### config.mk
export PLATFORM = sky130hd
export DESIGN_NAME = position_confidence_fusion_flat
export DESIGN_NICKNAME = d
export VERILOG_FILES = /design/src/hw/rtl/pcf_pkg.sv /design/src/hw/rtl/pcf_in_if.sv /design/src/hw/rtl/pcf_out_if.sv /design/src/hw/rtl/pcf_seq.sv /design/src/hw/rtl/position_confidence_fusion.sv /design/src/flat_wrapper.sv
export SDC_FILE = /design/constraint.sdc
export NUM_CORES = 2
export LEC_CHECK = 0
export BUFFER_PORTS_ARGS = -buffer_cell sky130_fd_sc_hd__buf_2
export CAP_MARGIN = 20
export CORE_UTILIZATION = 60
export CTS_CLUSTER_SIZE = 30
export DETAILED_ROUTE_END_ITERATION = 8
export GPL_ROUTABILITY_DRIVEN = 0
export HOLD_SLACK_MARGIN = 0.1
export MAX_ROUTING_LAYER = met4
export PLACE_DENSITY = 0.85
export SLEW_MARGIN = 20
export SYNTH_ARGS = -nofsm -noshare
export SYNTH_HDL_FRONTEND = slang
export SYNTH_SLANG_ARGS = --single-unit
### constraint.sdc
create_clock -name clk -period 15.65 [get_ports clk]
set_input_delay 1.565 -clock clk [delete_from_list [all_inputs] [get_ports clk]]
set_output_delay 1.565 -clock clk [all_outputs]
set_load 0.01 [all_outputs]
### src/hw/rtl/pcf_pkg.sv
`timescale 1ns / 1ps

package pcf_pkg;

	localparam int unsigned STEP_W = 5;

	localparam logic [16:0] ONE_Q16 = 17'd65536;
	localparam logic [16:0] K_055   = 17'd36045;
	localparam logic [16:0] K_045   = 17'd29491;
	localparam logic [16:0] K_085   = 17'd55706;
	localparam logic [16:0] K_072   = 17'd47186;
	localparam logic [16:0] K_092   = 17'd60293;
	localparam logic [16:0] K_035   = 17'd22938;
	localparam logic [16:0] K_065   = 17'd42598;
	localparam logic [16:0] K_025   = 17'd16384;
	localparam logic [16:0] K_020   = 17'd13107;
	localparam logic [16:0] K_022   = 17'd14418;
	localparam logic [16:0] K_058   = 17'd38011;
	localparam logic [16:0] K_080   = 17'd52429;
	localparam logic [16:0] K_050   = 17'd32768;

	localparam logic [1:0] NAV_NOMINAL  = 2'd0;
	localparam logic [1:0] NAV_DEGRADED = 2'd1;
	localparam logic [1:0] NAV_LOST     = 2'd2;

	localparam logic [2:0] SRC_TDOA_RECOVERY = 3'd0;
	localparam logic [2:0] SRC_VIO_TDOA      = 3'd1;
	localparam logic [2:0] SRC_IMU_DR        = 3'd2;
	localparam logic [2:0] SRC_VISION_DEPTH  = 3'd3;
	localparam logic [2:0] SRC_VISION_INERT  = 3'd4;

	localparam int unsigned FLAG_RADIO  = 0;
	localparam int unsigned FLAG_CAMERA = 1;
	localparam int unsigned FLAG_LIDAR  = 2;
	localparam int unsigned FLAG_RANGE  = 3;
	localparam int unsigned FLAG_SYNC   = 4;

	typedef enum logic [3:0] {
		A_NONE, A_DIFFX, A_DIFFY, A_DIFFZ, A_DIFFC,
		A_RC, A_DB, A_CONF, A_AR, A_SC
	} asel_t;

	typedef enum logic [3:0] {
		B_NONE, B_W, B_K055, B_K045, B_K072, B_K092,
		B_SCMAX, B_ANCH, B_K035, B_K025, B_K020
	} bsel_t;

	typedef enum logic [3:0] {
		WB_NONE, WB_ACC_LD, WB_ACC_ADD, WB_W, WB_FX, WB_FY, WB_FZ,
		WB_CMAX, WB_CONF, WB_ANCH, WB_FLOOR
	} wb_t;

	typedef enum logic [2:0] {
		C_NEVER, C_NO_RADIO, C_CAMERA, C_DEPTH, C_SYNCED, C_NO_FLOOR
	} cond_t;

	typedef struct packed {
		asel_t             asel;
		bsel_t             bsel;
		wb_t               wb;
		cond_t             jcond;
		logic [STEP_W-1:0] jtgt;
		logic              last;
	} cw_t;

	typedef struct packed {
		logic no_radio;
		logic camera;
		logic depth;
		logic synced;
		logic no_floor;
	} cond_flags_t;

	function automatic logic [16:0] sat_one(input logic [16:0] v);
		return (v > ONE_Q16) ? ONE_Q16 : v;
	endfunction

	function automatic cw_t mk(input asel_t a, input bsel_t b, input wb_t wb,
			input cond_t c, input logic [STEP_W-1:0] t, input logic l);
		cw_t cw;
		cw.asel  = a;
		cw.bsel  = b;
		cw.wb    = wb;
		cw.jcond = c;
		cw.jtgt  = t;
		cw.last  = l;
		return cw;
	endfunction

	// each word issues one product; the next word writes it back
	function automatic cw_t ucode(input logic [STEP_W-1:0] step);
		cw_t cw;
		unique case (step)
			5'd0:    cw = mk(A_RC,    B_K055,  WB_NONE,    C_NO_RADIO, 5'd8,  1'b0);
			5'd1:    cw = mk(A_DB,    B_K045,  WB_ACC_LD,  C_NEVER,    5'd0,  1'b0);
			5'd2:    cw = mk(A_NONE,  B_NONE,  WB_W,       C_NEVER,    5'd0,  1'b0);
			5'd3:    cw = mk(A_DIFFX, B_W,     WB_NONE,    C_NEVER,    5'd0,  1'b0);
			5'd4:    cw = mk(A_DIFFY, B_W,     WB_FX,      C_NEVER,    5'd0,  1'b0);
			5'd5:    cw = mk(A_DIFFZ, B_W,     WB_FY,      C_NEVER,    5'd0,  1'b0);
			5'd6:    cw = mk(A_DIFFC, B_W,     WB_FZ,      C_NEVER,    5'd0,  1'b0);
			5'd7:    cw = mk(A_NONE,  B_NONE,  WB_CMAX,    C_NEVER,    5'd0,  1'b0);
			5'd8:    cw = mk(A_CONF,  B_K072,  WB_NONE,    C_CAMERA,   5'd10, 1'b0);
			5'd9:    cw = mk(A_NONE,  B_NONE,  WB_CONF,    C_NEVER,    5'd0,  1'b0);
			5'd10:   cw = mk(A_CONF,  B_K092,  WB_NONE,    C_DEPTH,    5'd12, 1'b0);
			5'd11:   cw = mk(A_NONE,  B_NONE,  WB_CONF,    C_NEVER,    5'd0,  1'b0);
			5'd12:   cw = mk(A_CONF,  B_SCMAX, WB_NONE,    C_SYNCED,   5'd14, 1'b0);
			5'd13:   cw = mk(A_NONE,  B_NONE,  WB_CONF,    C_NEVER,    5'd0,  1'b0);
			5'd14:   cw = mk(A_AR,    B_K035,  WB_NONE,    C_NEVER,    5'd0,  1'b0);
			5'd15:   cw = mk(A_NONE,  B_NONE,  WB_ANCH,    C_NEVER,    5'd0,  1'b0);
			5'd16:   cw = mk(A_CONF,  B_ANCH,  WB_NONE,    C_NEVER,    5'd0,  1'b0);
			5'd17:   cw = mk(A_RC,    B_K055,  WB_CONF,    C_NO_FLOOR, 5'd21, 1'b0);
			5'd18:   cw = mk(A_AR,    B_K025,  WB_ACC_LD,  C_NEVER,    5'd0,  1'b0);
			5'd19:   cw = mk(A_SC,    B_K020,  WB_ACC_ADD, C_NEVER,    5'd0,  1'b0);
			5'd20:   cw = mk(A_NONE,  B_NONE,  WB_FLOOR,   C_NEVER,    5'd0,  1'b0);
			default: cw = mk(A_NONE,  B_NONE,  WB_NONE,    C_NEVER,    5'd0,  1'b1);
		endcase
		return cw;
	endfunction

endpackage

### src/hw/rtl/pcf_in_if.sv
`timescale 1ns / 1ps

interface pcf_in_if;
	logic               valid;
	logic               ready;
	logic signed [31:0] vio_x;
	logic signed [31:0] vio_y;
	logic signed [31:0] vio_z;
	logic [16:0]        vio_confidence;
	logic [15:0]        vio_drift;
	logic signed [31:0] radio_x;
	logic signed [31:0] radio_y;
	logic signed [31:0] radio_z;
	logic [16:0]        radio_confidence;
	logic [4:0]         status_flags;
	logic [16:0]        sync_confidence;
	logic [16:0]        anchor_ratio;

	modport source (
		output valid, vio_x, vio_y, vio_z, vio_confidence, vio_drift,
		       radio_x, radio_y, radio_z, radio_confidence, status_flags,
		       sync_confidence, anchor_ratio,
		input  ready
	);

	modport sink (
		input  valid, vio_x, vio_y, vio_z, vio_confidence, vio_drift,
		       radio_x, radio_y, radio_z, radio_confidence, status_flags,
		       sync_confidence, anchor_ratio,
		output ready
	);
endinterface

### src/hw/rtl/pcf_out_if.sv
`timescale 1ns / 1ps

interface pcf_out_if;
	logic               valid;
	logic               ready;
	logic signed [31:0] fused_x;
	logic signed [31:0] fused_y;
	logic signed [31:0] fused_z;
	logic [15:0]        radio_weight;
	logic [16:0]        fused_confidence;
	logic signed [17:0] confidence_change;
	logic [1:0]         nav_state;
	logic [2:0]         source_code;

	modport source (
		output valid, fused_x, fused_y, fused_z, radio_weight, fused_confidence,
		       confidence_change, nav_state, source_code,
		input  ready
	);

	modport sink (
		input  valid, fused_x, fused_y, fused_z, radio_weight, fused_confidence,
		       confidence_change, nav_state, source_code,
		output ready
	);
endinterface

### src/hw/rtl/pcf_seq.sv
`timescale 1ns / 1ps

module pcf_seq
	import pcf_pkg::*;
(
	input  logic        clk,
	input  logic        arst_n,
	input  logic        start,
	input  logic        hold,
	input  cond_flags_t cond,
	output cw_t         cw,
	output logic        busy,
	output logic        done
);

	logic [STEP_W-1:0] pc_q;
	logic              busy_q;
	logic              take;

	assign cw   = ucode(pc_q);
	assign busy = busy_q;
	assign done = busy_q && cw.last && !hold;

	always_comb begin
		unique case (cw.jcond)
			C_NEVER:    take = 1'b0;
			C_NO_RADIO: take = cond.no_radio;
			C_CAMERA:   take = cond.camera;
			C_DEPTH:    take = cond.depth;
			C_SYNCED:   take = cond.synced;
			C_NO_FLOOR: take = cond.no_floor;
			default:    take = 1'b0;
		endcase
	end

	always_ff @(posedge clk or negedge arst_n) begin
		if (!arst_n) begin
			pc_q   <= '0;
			busy_q <= 1'b0;
		end else if (start) begin
			pc_q   <= '0;
			busy_q <= 1'b1;
		end else if (busy_q) begin
			if (cw.last) begin
				if (!hold) begin
					busy_q <= 1'b0;
				end
			end else if (take) begin
				pc_q <= cw.jtgt;
			end else begin
				pc_q <= pc_q + 1'b1;
			end
		end
	end

endmodule

### src/hw/rtl/position_confidence_fusion.sv
`timescale 1ns / 1ps

// position and confidence fusion of a visual-inertial pose with a tdoa pose
// req: one beat per pose update, carrying both positions, confidences,
//   drift, sensor flags, sync confidence and anchor visibility
// rsp: one beat per request: fused position, radio weight, confidence,
//   its change from the previous beat, navigation state and source code
// with the radio flag clear the sequencer skips the blend and radio floor
//   steps; with it set it runs the blend and, when enabled, the floor; the
//   camera, depth and sync penalty steps are skipped when their flags are set
// a microcoded step counter runs the work through a single 33x18
//   multiplier, one product per step
// req.ready is high while no beat is in work; a finished result sits in
//   the rsp register, so the next request is taken while it waits
// when rsp stalls with a result still held, the sequencer waits on its
//   last step until that register frees
// reset clears the sequencer, the rsp valid and the stored previous
//   confidence (to zero); nothing is in flight after reset
module position_confidence_fusion
	import pcf_pkg::*;
(
	input  logic      clk,
	input  logic      arst_n,
	pcf_in_if.sink    req,
	pcf_out_if.source rsp
);

	logic signed [31:0] vx_q, vy_q, vz_q, rx_q, ry_q, rz_q;
	logic [16:0]        vc_q, rc_q, sc_q, ar_q;
	logic [15:0]        drift_q;
	logic [4:0]         flags_q;

	logic [15:0]        w_q;
	logic [16:0]        conf_q, acc_q, anch_q;
	logic signed [31:0] fx_q, fy_q, fz_q;
	logic signed [50:0] p_q;

	logic               out_valid_q;
	logic signed [31:0] ox_q, oy_q, oz_q;
	logic [15:0]        ow_q;
	logic [16:0]        oconf_q;
	logic signed [17:0] ochange_q;
	logic [1:0]         onav_q;
	logic [2:0]         osrc_q;
	logic [16:0]        prev_q;

	cw_t         cw;
	cond_flags_t cond;
	logic        busy, done, accept, hold;

	logic signed [32:0] a_op;
	logic signed [17:0] b_op;
	logic signed [17:0] diffc;
	logic [16:0]        db;
	logic signed [34:0] ph;
	logic [17:0]        acc_plus;
	logic [17:0]        anch_sum;
	logic signed [17:0] cblend;
	logic [16:0]        cfin;
	logic [1:0]         nav;
	logic [2:0]         src;
	logic               radio, camera, depth, floor_en;

	assign accept    = req.valid && req.ready;
	assign req.ready = !busy;
	assign hold      = out_valid_q && !rsp.ready;

	assign radio    = flags_q[FLAG_RADIO];
	assign camera   = flags_q[FLAG_CAMERA];
	assign depth    = flags_q[FLAG_LIDAR] || flags_q[FLAG_RANGE];
	assign floor_en = radio && (sc_q >= K_080) && (ar_q >= K_050);

	assign cond.no_radio = !radio;
	assign cond.camera   = camera;
	assign cond.depth    = depth;
	assign cond.synced   = flags_q[FLAG_SYNC];
	assign cond.no_floor = !floor_en;

	pcf_seq u_seq (
		.clk   (clk),
		.arst_n(arst_n),
		.start (accept),
		.hold  (hold),
		.cond  (cond),
		.cw    (cw),
		.busy  (busy),
		.done  (done)
	);

	// operand selection
	assign diffc = 18'($signed({1'b0, rc_q})) - 18'($signed({1'b0, vc_q}));
	assign db    = (drift_q[15:9] != '0) ? ONE_Q16 : {1'b0, drift_q[8:0], 7'd0};

	always_comb begin
		case (cw.asel)
			A_DIFFX: a_op = 33'(rx_q) - 33'(vx_q);
			A_DIFFY: a_op = 33'(ry_q) - 33'(vy_q);
			A_DIFFZ: a_op = 33'(rz_q) - 33'(vz_q);
			A_DIFFC: a_op = 33'(diffc);
			A_RC:    a_op = {16'd0, rc_q};
			A_DB:    a_op = {16'd0, db};
			A_CONF:  a_op = {16'd0, conf_q};
			A_AR:    a_op = {16'd0, ar_q};
			A_SC:    a_op = {16'd0, sc_q};
			default: a_op = '0;
		endcase
	end

	always_comb begin
		case (cw.bsel)
			B_W:     b_op = {2'd0, w_q};
			B_K055:  b_op = {1'b0, K_055};
			B_K045:  b_op = {1'b0, K_045};
			B_K072:  b_op = {1'b0, K_072};
			B_K092:  b_op = {1'b0, K_092};
			B_SCMAX: b_op = {1'b0, (sc_q < K_035) ? K_035 : sc_q};
			B_ANCH:  b_op = {1'b0, anch_q};
			B_K035:  b_op = {1'b0, K_035};
			B_K025:  b_op = {1'b0, K_025};
			B_K020:  b_op = {1'b0, K_020};
			default: b_op = '0;
		endcase
	end

	// write-back arithmetic on the previous product, shifted by 16 (floor)
	assign ph       = p_q[50:16];
	assign acc_plus = {1'b0, acc_q} + ph[17:0];
	assign anch_sum = {1'b0, K_065} + ph[17:0];
	assign cblend   = $signed({1'b0, vc_q}) + $signed(ph[17:0]);

	// result formation
	assign cfin = sat_one(conf_q);

	always_comb begin
		if (cfin < K_022) begin
			nav = NAV_LOST;
		end else if (cfin < K_058) begin
			nav = NAV_DEGRADED;
		end else begin
			nav = NAV_NOMINAL;
		end
		if (nav == NAV_LOST && radio) begin
			src = SRC_TDOA_RECOVERY;
		end else if ({1'b0, w_q} > K_035 && radio) begin
			src = SRC_VIO_TDOA;
		end else if (!camera) begin
			src = SRC_IMU_DR;
		end else if (depth) begin
			src = SRC_VISION_DEPTH;
		end else begin
			src = SRC_VISION_INERT;
		end
	end

	always_ff @(posedge clk) begin
		if (accept) begin
			vx_q    <= req.vio_x;
			vy_q    <= req.vio_y;
			vz_q    <= req.vio_z;
			rx_q    <= req.radio_x;
			ry_q    <= req.radio_y;
			rz_q    <= req.radio_z;
			vc_q    <= sat_one(req.vio_confidence);
			rc_q    <= sat_one(req.radio_confidence);
			sc_q    <= sat_one(req.sync_confidence);
			ar_q    <= sat_one(req.anchor_ratio);
			drift_q <= req.vio_drift;
			flags_q <= req.status_flags;
			w_q     <= '0;
			conf_q  <= sat_one(req.vio_confidence);
			fx_q    <= req.vio_x;
			fy_q    <= req.vio_y;
			fz_q    <= req.vio_z;
		end else if (busy) begin
			p_q <= 51'(a_op) * 51'(b_op);
			case (cw.wb)
				WB_ACC_LD:  acc_q <= ph[16:0];
				WB_ACC_ADD: acc_q <= acc_plus[16:0];
				WB_W:       w_q <= (acc_plus > {1'b0, K_085}) ? K_085[15:0] : acc_plus[15:0];
				WB_FX:      fx_q <= vx_q + ph[31:0];
				WB_FY:      fy_q <= vy_q + ph[31:0];
				WB_FZ:      fz_q <= vz_q + ph[31:0];
				WB_CMAX: begin
					if (cblend[16:0] > conf_q) begin
						conf_q <= cblend[16:0];
					end
				end
				WB_CONF:    conf_q <= ph[16:0];
				WB_ANCH:    anch_q <= (anch_sum > {1'b0, ONE_Q16}) ? ONE_Q16 : anch_sum[16:0];
				WB_FLOOR: begin
					if (acc_plus[16:0] > conf_q) begin
						conf_q <= acc_plus[16:0];
					end
				end
				default: ;
			endcase
		end
	end

	// result register
	always_ff @(posedge clk) begin
		if (done) begin
			ox_q      <= fx_q;
			oy_q      <= fy_q;
			oz_q      <= fz_q;
			ow_q      <= w_q;
			oconf_q   <= cfin;
			ochange_q <= 18'($signed({1'b0, cfin})) - 18'($signed({1'b0, prev_q}));
			onav_q    <= nav;
			osrc_q    <= src;
		end
	end

	always_ff @(posedge clk or negedge arst_n) begin
		if (!arst_n) begin
			out_valid_q <= 1'b0;
			prev_q      <= '0;
		end else begin
			if (done) begin
				out_valid_q <= 1'b1;
				prev_q      <= cfin;
			end else if (rsp.ready) begin
				out_valid_q <= 1'b0;
			end
		end
	end

	assign rsp.valid             = out_valid_q;
	assign rsp.fused_x           = ox_q;
	assign rsp.fused_y           = oy_q;
	assign rsp.fused_z           = oz_q;
	assign rsp.radio_weight      = ow_q;
	assign rsp.fused_confidence  = oconf_q;
	assign rsp.confidence_change = ochange_q;
	assign rsp.nav_state         = onav_q;
	assign rsp.source_code       = osrc_q;

endmodule
### src/flat_wrapper.sv
// flat-port wrapper written by rule: the top's interface ports become plain ports
module position_confidence_fusion_flat import pcf_pkg::*;
  (clk, arst_n, req_valid, req_vio_x, req_vio_y, req_vio_z, req_vio_confidence, req_vio_drift, req_radio_x, req_radio_y, req_radio_z, req_radio_confidence, req_status_flags, req_sync_confidence, req_anchor_ratio, req_ready, rsp_valid, rsp_fused_x, rsp_fused_y, rsp_fused_z, rsp_radio_weight, rsp_fused_confidence, rsp_confidence_change, rsp_nav_state, rsp_source_code, rsp_ready);
  pcf_in_if req_i ();
  pcf_out_if rsp_i ();
  input  logic clk;
  input  logic arst_n;
  input wire logic [$bits(req_i.valid)-1:0] req_valid;
  input wire logic [$bits(req_i.vio_x)-1:0] req_vio_x;
  input wire logic [$bits(req_i.vio_y)-1:0] req_vio_y;
  input wire logic [$bits(req_i.vio_z)-1:0] req_vio_z;
  input wire logic [$bits(req_i.vio_confidence)-1:0] req_vio_confidence;
  input wire logic [$bits(req_i.vio_drift)-1:0] req_vio_drift;
  input wire logic [$bits(req_i.radio_x)-1:0] req_radio_x;
  input wire logic [$bits(req_i.radio_y)-1:0] req_radio_y;
  input wire logic [$bits(req_i.radio_z)-1:0] req_radio_z;
  input wire logic [$bits(req_i.radio_confidence)-1:0] req_radio_confidence;
  input wire logic [$bits(req_i.status_flags)-1:0] req_status_flags;
  input wire logic [$bits(req_i.sync_confidence)-1:0] req_sync_confidence;
  input wire logic [$bits(req_i.anchor_ratio)-1:0] req_anchor_ratio;
  output wire logic [$bits(req_i.ready)-1:0] req_ready;
  output wire logic [$bits(rsp_i.valid)-1:0] rsp_valid;
  output wire logic [$bits(rsp_i.fused_x)-1:0] rsp_fused_x;
  output wire logic [$bits(rsp_i.fused_y)-1:0] rsp_fused_y;
  output wire logic [$bits(rsp_i.fused_z)-1:0] rsp_fused_z;
  output wire logic [$bits(rsp_i.radio_weight)-1:0] rsp_radio_weight;
  output wire logic [$bits(rsp_i.fused_confidence)-1:0] rsp_fused_confidence;
  output wire logic [$bits(rsp_i.confidence_change)-1:0] rsp_confidence_change;
  output wire logic [$bits(rsp_i.nav_state)-1:0] rsp_nav_state;
  output wire logic [$bits(rsp_i.source_code)-1:0] rsp_source_code;
  input wire logic [$bits(rsp_i.ready)-1:0] rsp_ready;
  assign req_i.valid = req_valid;
  assign req_i.vio_x = req_vio_x;
  assign req_i.vio_y = req_vio_y;
  assign req_i.vio_z = req_vio_z;
  assign req_i.vio_confidence = req_vio_confidence;
  assign req_i.vio_drift = req_vio_drift;
  assign req_i.radio_x = req_radio_x;
  assign req_i.radio_y = req_radio_y;
  assign req_i.radio_z = req_radio_z;
  assign req_i.radio_confidence = req_radio_confidence;
  assign req_i.status_flags = req_status_flags;
  assign req_i.sync_confidence = req_sync_confidence;
  assign req_i.anchor_ratio = req_anchor_ratio;
  assign req_ready = req_i.ready;
  assign rsp_valid = rsp_i.valid;
  assign rsp_fused_x = rsp_i.fused_x;
  assign rsp_fused_y = rsp_i.fused_y;
  assign rsp_fused_z = rsp_i.fused_z;
  assign rsp_radio_weight = rsp_i.radio_weight;
  assign rsp_fused_confidence = rsp_i.fused_confidence;
  assign rsp_confidence_change = rsp_i.confidence_change;
  assign rsp_nav_state = rsp_i.nav_state;
  assign rsp_source_code = rsp_i.source_code;
  assign rsp_i.ready = rsp_ready;
  position_confidence_fusion u_core (.clk(clk), .arst_n(arst_n), .req(req_i), .rsp(rsp_i));
endmodule
# After elaboration in Yosys (flattened, before gate mapping)
# Memories as Yosys holds them, arrays and structs flattened.
# Index checks and enable logic that the tools add are counted.
# classes
n_addsub	12
mul	1
magnitude_cmp	15
n_eq_ne	38
mux	38
bitwise	2
reduce_logical	33
# op_table
operator	n
$pmux W33 S9	1
$mux W32	9
$pmux W17 S10	1
$mux W17	8
$sub A32 B32 Y33	3
$add A32 B32 Y32	3
$gt A17 B17 Y1 const B	5
$pmux W17 S3	1
$eq A4 B3 Y1 const B	12
$mul A33 B18 Y48	1
$sub A17 B17 Y18	2
$ge A17 B16 Y1 const B	2
$gt A17 B17 Y1	2
$pmux W17 S2	1
$eq A4 B4 Y1 const B	8
$eq A4 B2 Y1 const B	6
$mux W5	4
$add A16 B18 Y18 const A	1
$add A17 B18 Y18	1
$gt A18 B16 Y1 const B	1
$gt A18 B17 Y1 const B	1
$add A17 B17 Y17	1
$lt A17 B14 Y1 const B	1
$lt A17 B15 Y1 const B	1
27 further kinds	63
# word_totals
register_bits	668
rom_bits	672
out_inout_bits	154
memories	1
# memory_table
name	words	word_bits	read_ports	rd_clocked_by_memory_dff	wr	line	rtl
(name not given)	32	21	1	0	0	pcf_pkg.sv:93	unique case (step)

# Longest topological paths before layout
# logic_depth
depth_word	9
ltp_mapped	40
ltp_nobuf	38

# Hierarchy
# From an unflattened synthesis, not the netlist that was laid out.
# hier_totals
cells_unflattened	5716
area_unflattened_um2	56903.3
# by_module_without_submodules
module	instances	cells_per_inst	area_per_inst_um2	seq_area_each_um2
position_confidence_fusion	1	5582	55926.1	19148.4
pcf_seq	1	134	977.2	150.1

# Least setup slack after synthesis
# OpenSTA, ideal clock, no wires.
# synth_path
path_type	input -> register
from	input req_valid
to	register u_core.ar_q[0], enable pin
arrival_time_ns	10.224
required_time_ns	14.897
path_slack_ns	4.672
cell_stages	5
n_path_buf	3
path_cell_list	nand2_1 -> inv_1 -> clkbuf_1 -> clkbuf_1 -> buf_1
# synth_between
elab_chain_cells	1
# synth_lines
element	line	rtl
start: declaration	flat_wrapper.sv:8	input wire logic [$bits(req_i.valid)-1:0] req_valid;
$logic_and A1 B1 Y1	position_confidence_fusion.sv:64	assign accept = req.valid && req.ready;
net u_core.accept	position_confidence_fusion.sv:49	logic busy, done, accept, hold;
end signal: assignment	position_confidence_fusion.sv:166	ar_q <= sat_one(req.anchor_ratio);
end: declaration	position_confidence_fusion.sv:29	logic [16:0] vc_q, rc_q, sc_q, ar_q;
# The timed path passes the listed nets, and every way through them passes these cells.
# A chain may end at the register's enable or synchronous reset.

# Worst setup path after layout
# layout_path
from	register u_core.u_seq.pc_q[0]
to	register u_core.p_q[45], data pin
# layout_between
elab_chain_cells	4
elab_cells_between_ends	23
classes_between	mul (1); eq/ne (19); mux (2); memory (1)
# layout_lines
element	line	rtl
start: declaration	pcf_seq.sv:16	logic [STEP_W-1:0] pc_q;
start signal: assignment	pcf_seq.sv:49	pc_q <= cw.jtgt;
start signal: assignment	pcf_seq.sv:51	pc_q <= pc_q + 1'b1;
$mem_v2 Z32 W21 *	--	
$eq A4 B4 Y1, or another cell as far along	position_confidence_fusion.sv:110	case (cw.bsel)
$pmux W17 S10 / $pmux W33 S9 (equally long branches)	position_confidence_fusion.sv:110, position_confidence_fusion.sv:95	
$mul A33 B18 Y48 *	position_confidence_fusion.sv:175	p_q <= 51'(a_op) * 51'(b_op);
end signal: assignment	position_confidence_fusion.sv:175	
end: declaration	position_confidence_fusion.sv:36	logic signed [50:0] p_q;
# Every way passes the cells marked *; elsewhere a longest branch is shown, timed or not.

==> flow_summary.ini <==
[status]
status = finished, violations left
violations = design-rule violations

[floorplan]
die_area_um2 = 95300
start_util_pct = 60.5
rows = 112
fp.dieW_um = 309
pin_count = 439
dieHeight_um = 309
core_um2 = 93300

[clock_tree]
tritoncts = yes
clk_path_buf_depth = 3
cts_hold_buffers = 0
root_buffer = clkbuf_16
cts_resized = 0
clock_sinks = 652
clk_latency_ps = 650
clk_pin_slew_ps = 60
numCtsBuffers = 72
htree_num_levels = 3
post_cts_buffers = 0

[worst_setup_path]
worstSetupStartpointType = flip-flop
cp_common_cell = fa_1
worstSetupEndpointType = flip-flop
max_stage_delay_ps = 1040
required_ps = 16040
crit_fanout = 44
critPathSlowestCell = nor2_1
arrival_ps = 12160
path_buf_inv = 6
criticalPathCategory = reg2reg
crit_family = adder cells

[yosys]
avgSynthCellArea_um2 = 10.0
ys_seq_elements = 652
netlist_instances = 5643
async_reset_ff_share_pct = 3.68
ys.flop_type = edfxtp_1
yosysWarnings = 0
ys_types = 100
synth-edff-count = 612
synth_area_um2 = 56500
seq_area_frac_synth_pct = 34.2

[drt]
first_pass_iters = 9
via_per_inst = 6.37
routed_wl_um = 182000
wl_per_cell_um = 24.6
num_vias = 47200
antenna_left = 0
drc = 51
drtIter0Drc = 6197

[flow_run]
cap_violations = 0

[sta]
fmax_mhz = 84.9
rsz0062_at_grt = no
setup_viol = 0
slew_headroom_pct = 20.1
finalHoldViolCount = 0
fin_tns_setup_ps = 0
slew_viol_final = 0
finClkSkew_ps = 25.8
period_needed_ps = 11770
period_share_pct = 75.2
worst_pin_slew_ps = 1190

[global_routing]
grtUsageTotal_pct = 39.6
grt_use_met3_pct = 12.0
grtUsageMet2_pct = 60.1
grt_antenna_before_repair = 9
grt_use_met1_pct = 44.7
grt_max_degree = 151
grt_pass1_wl_um = 273000
grt_overflow = 0
grt-busiest-layer = met2
first_global_vias = 47400

[layout]
drive_gt1_share_pct = 12.6
syn_to_final_growth_pct = 11.1
layout_common_cells = inv_1, edfxtp_1, nor2_1, fa_1, nand2_1
layout_commonest_cell = inv_1
final_nets = 7297

[placement]
numPortBuffers = 438
dpl.hpwl_um = 140000

[worst_hold_path]
holdCritPathClass = reg2reg
synth_stat cells, types with 24 or more instances:
library cell | instances | area share, %
nand2b_1 | 57 | 0.63
xor2_1 | 95 | 1.5
a211oi_1 | 33 | 0.44
buf_2 | 42 | 0.37
dfrtp_1 | 24 | 1.1
a21o_1 | 135 | 1.8
and2_1 | 64 | 0.71
fa_1 | 524 | 19
and3_1 | 32 | 0.35
a21oi_1 | 330 | 2.9
nand2_1 | 503 | 3.3
inv_1 | 818 | 5.4
o21ai_0 | 275 | 2.4
nor2_1 | 526 | 3.5
edfxtp_1 | 612 | 33
o21bai_1 | 29 | 0.39
o211ai_1 | 32 | 0.43
ha_1 | 408 | 9.0
xnor2_1 | 158 | 2.5
nor3_1 | 79 | 0.70
mux2_2 | 28 | 0.56
nor2b_1 | 105 | 1.2
clkbuf_1 | 106 | 0.70
o21a_1 | 53 | 0.70
nand3_1 | 63 | 0.56
mux2i_1 | 29 | 0.51
nand4_1 | 25 | 0.28
or2_2 | 32 | 0.35
cell type report:
cell class	instances	area [µm²]
Fill cell	6749	30600
Inverter	819	3090
Clock buffer	92	1950
Timing Repair Buffer	515	2790
Sequential cell	652	19300
Antenna cell	8	20.0
Tap cell	1254	1570
Multi-Input combinational cell	4020	33600
Clock inverter	40	400
layer usage:
layer  vias up  part of all wire (%)
li1      20100                     -
met1     22400                    33
met2      3574                    44
met3      1101                    14
met4         0                   9.1
met5         -                     0
logic make-up (layout without fill, tap and decap cells):
kind of cell               Yosys count  after routing  synth area share [%]
and+or+nand+nor                   1590           1590                  13.0
adders and majority gates          932            932                  27.6
buffers and inverters              984           1466                  6.68
AOI/OAI and AO/OA                 1171           1171                  13.4
DFF                                652            652                  34.2
muxes                               60             60                  1.19
other                                1             22               0.00664
xor gates and xnor gates           253            253                  3.92
final timing paths:
| path | start | endpoint | slack (ps) | cells past startpoint |
|---|---|---|---|---|
| worst max-delay path | u_core.u_seq.pc_q[0] | u_core.p_q[45] | 3880 | 32 |
| worst min-delay path | u_core.fx_q[29] | u_core.rsp.fused_x[29] | 420 | 0 |
| worst max register to register | u_core.u_seq.pc_q[0] | u_core.p_q[45] | 3880 | 32 |
| worst min register to register | u_core.fx_q[29] | u_core.rsp.fused_x[29] | 420 | 0 |
| max in group asynchronous | arst_n | u_core.u_seq.busy | 14190 | 1 |
| min in group asynchronous | arst_n | u_core.u_seq.pc_q[1] | 960 | 1 |
through the flow:
stage	cells	worst slack (ps)	hold WS [ps]	util, %	area, µm²
floorplan	5656	4670	400	-	56500
global placement	7259	4830	402	64.6	60300
detailed placement	7260	4400	405	64.6	60300
CTS	7392	4350	420	67.2	62700
global route	7399	3620	424	67.2	62700
finish	7400	3880	417	67.2	62700
Power is not shown: default switching activity piles up to over one toggle a cycle in this logic, so the estimate is an artifact.
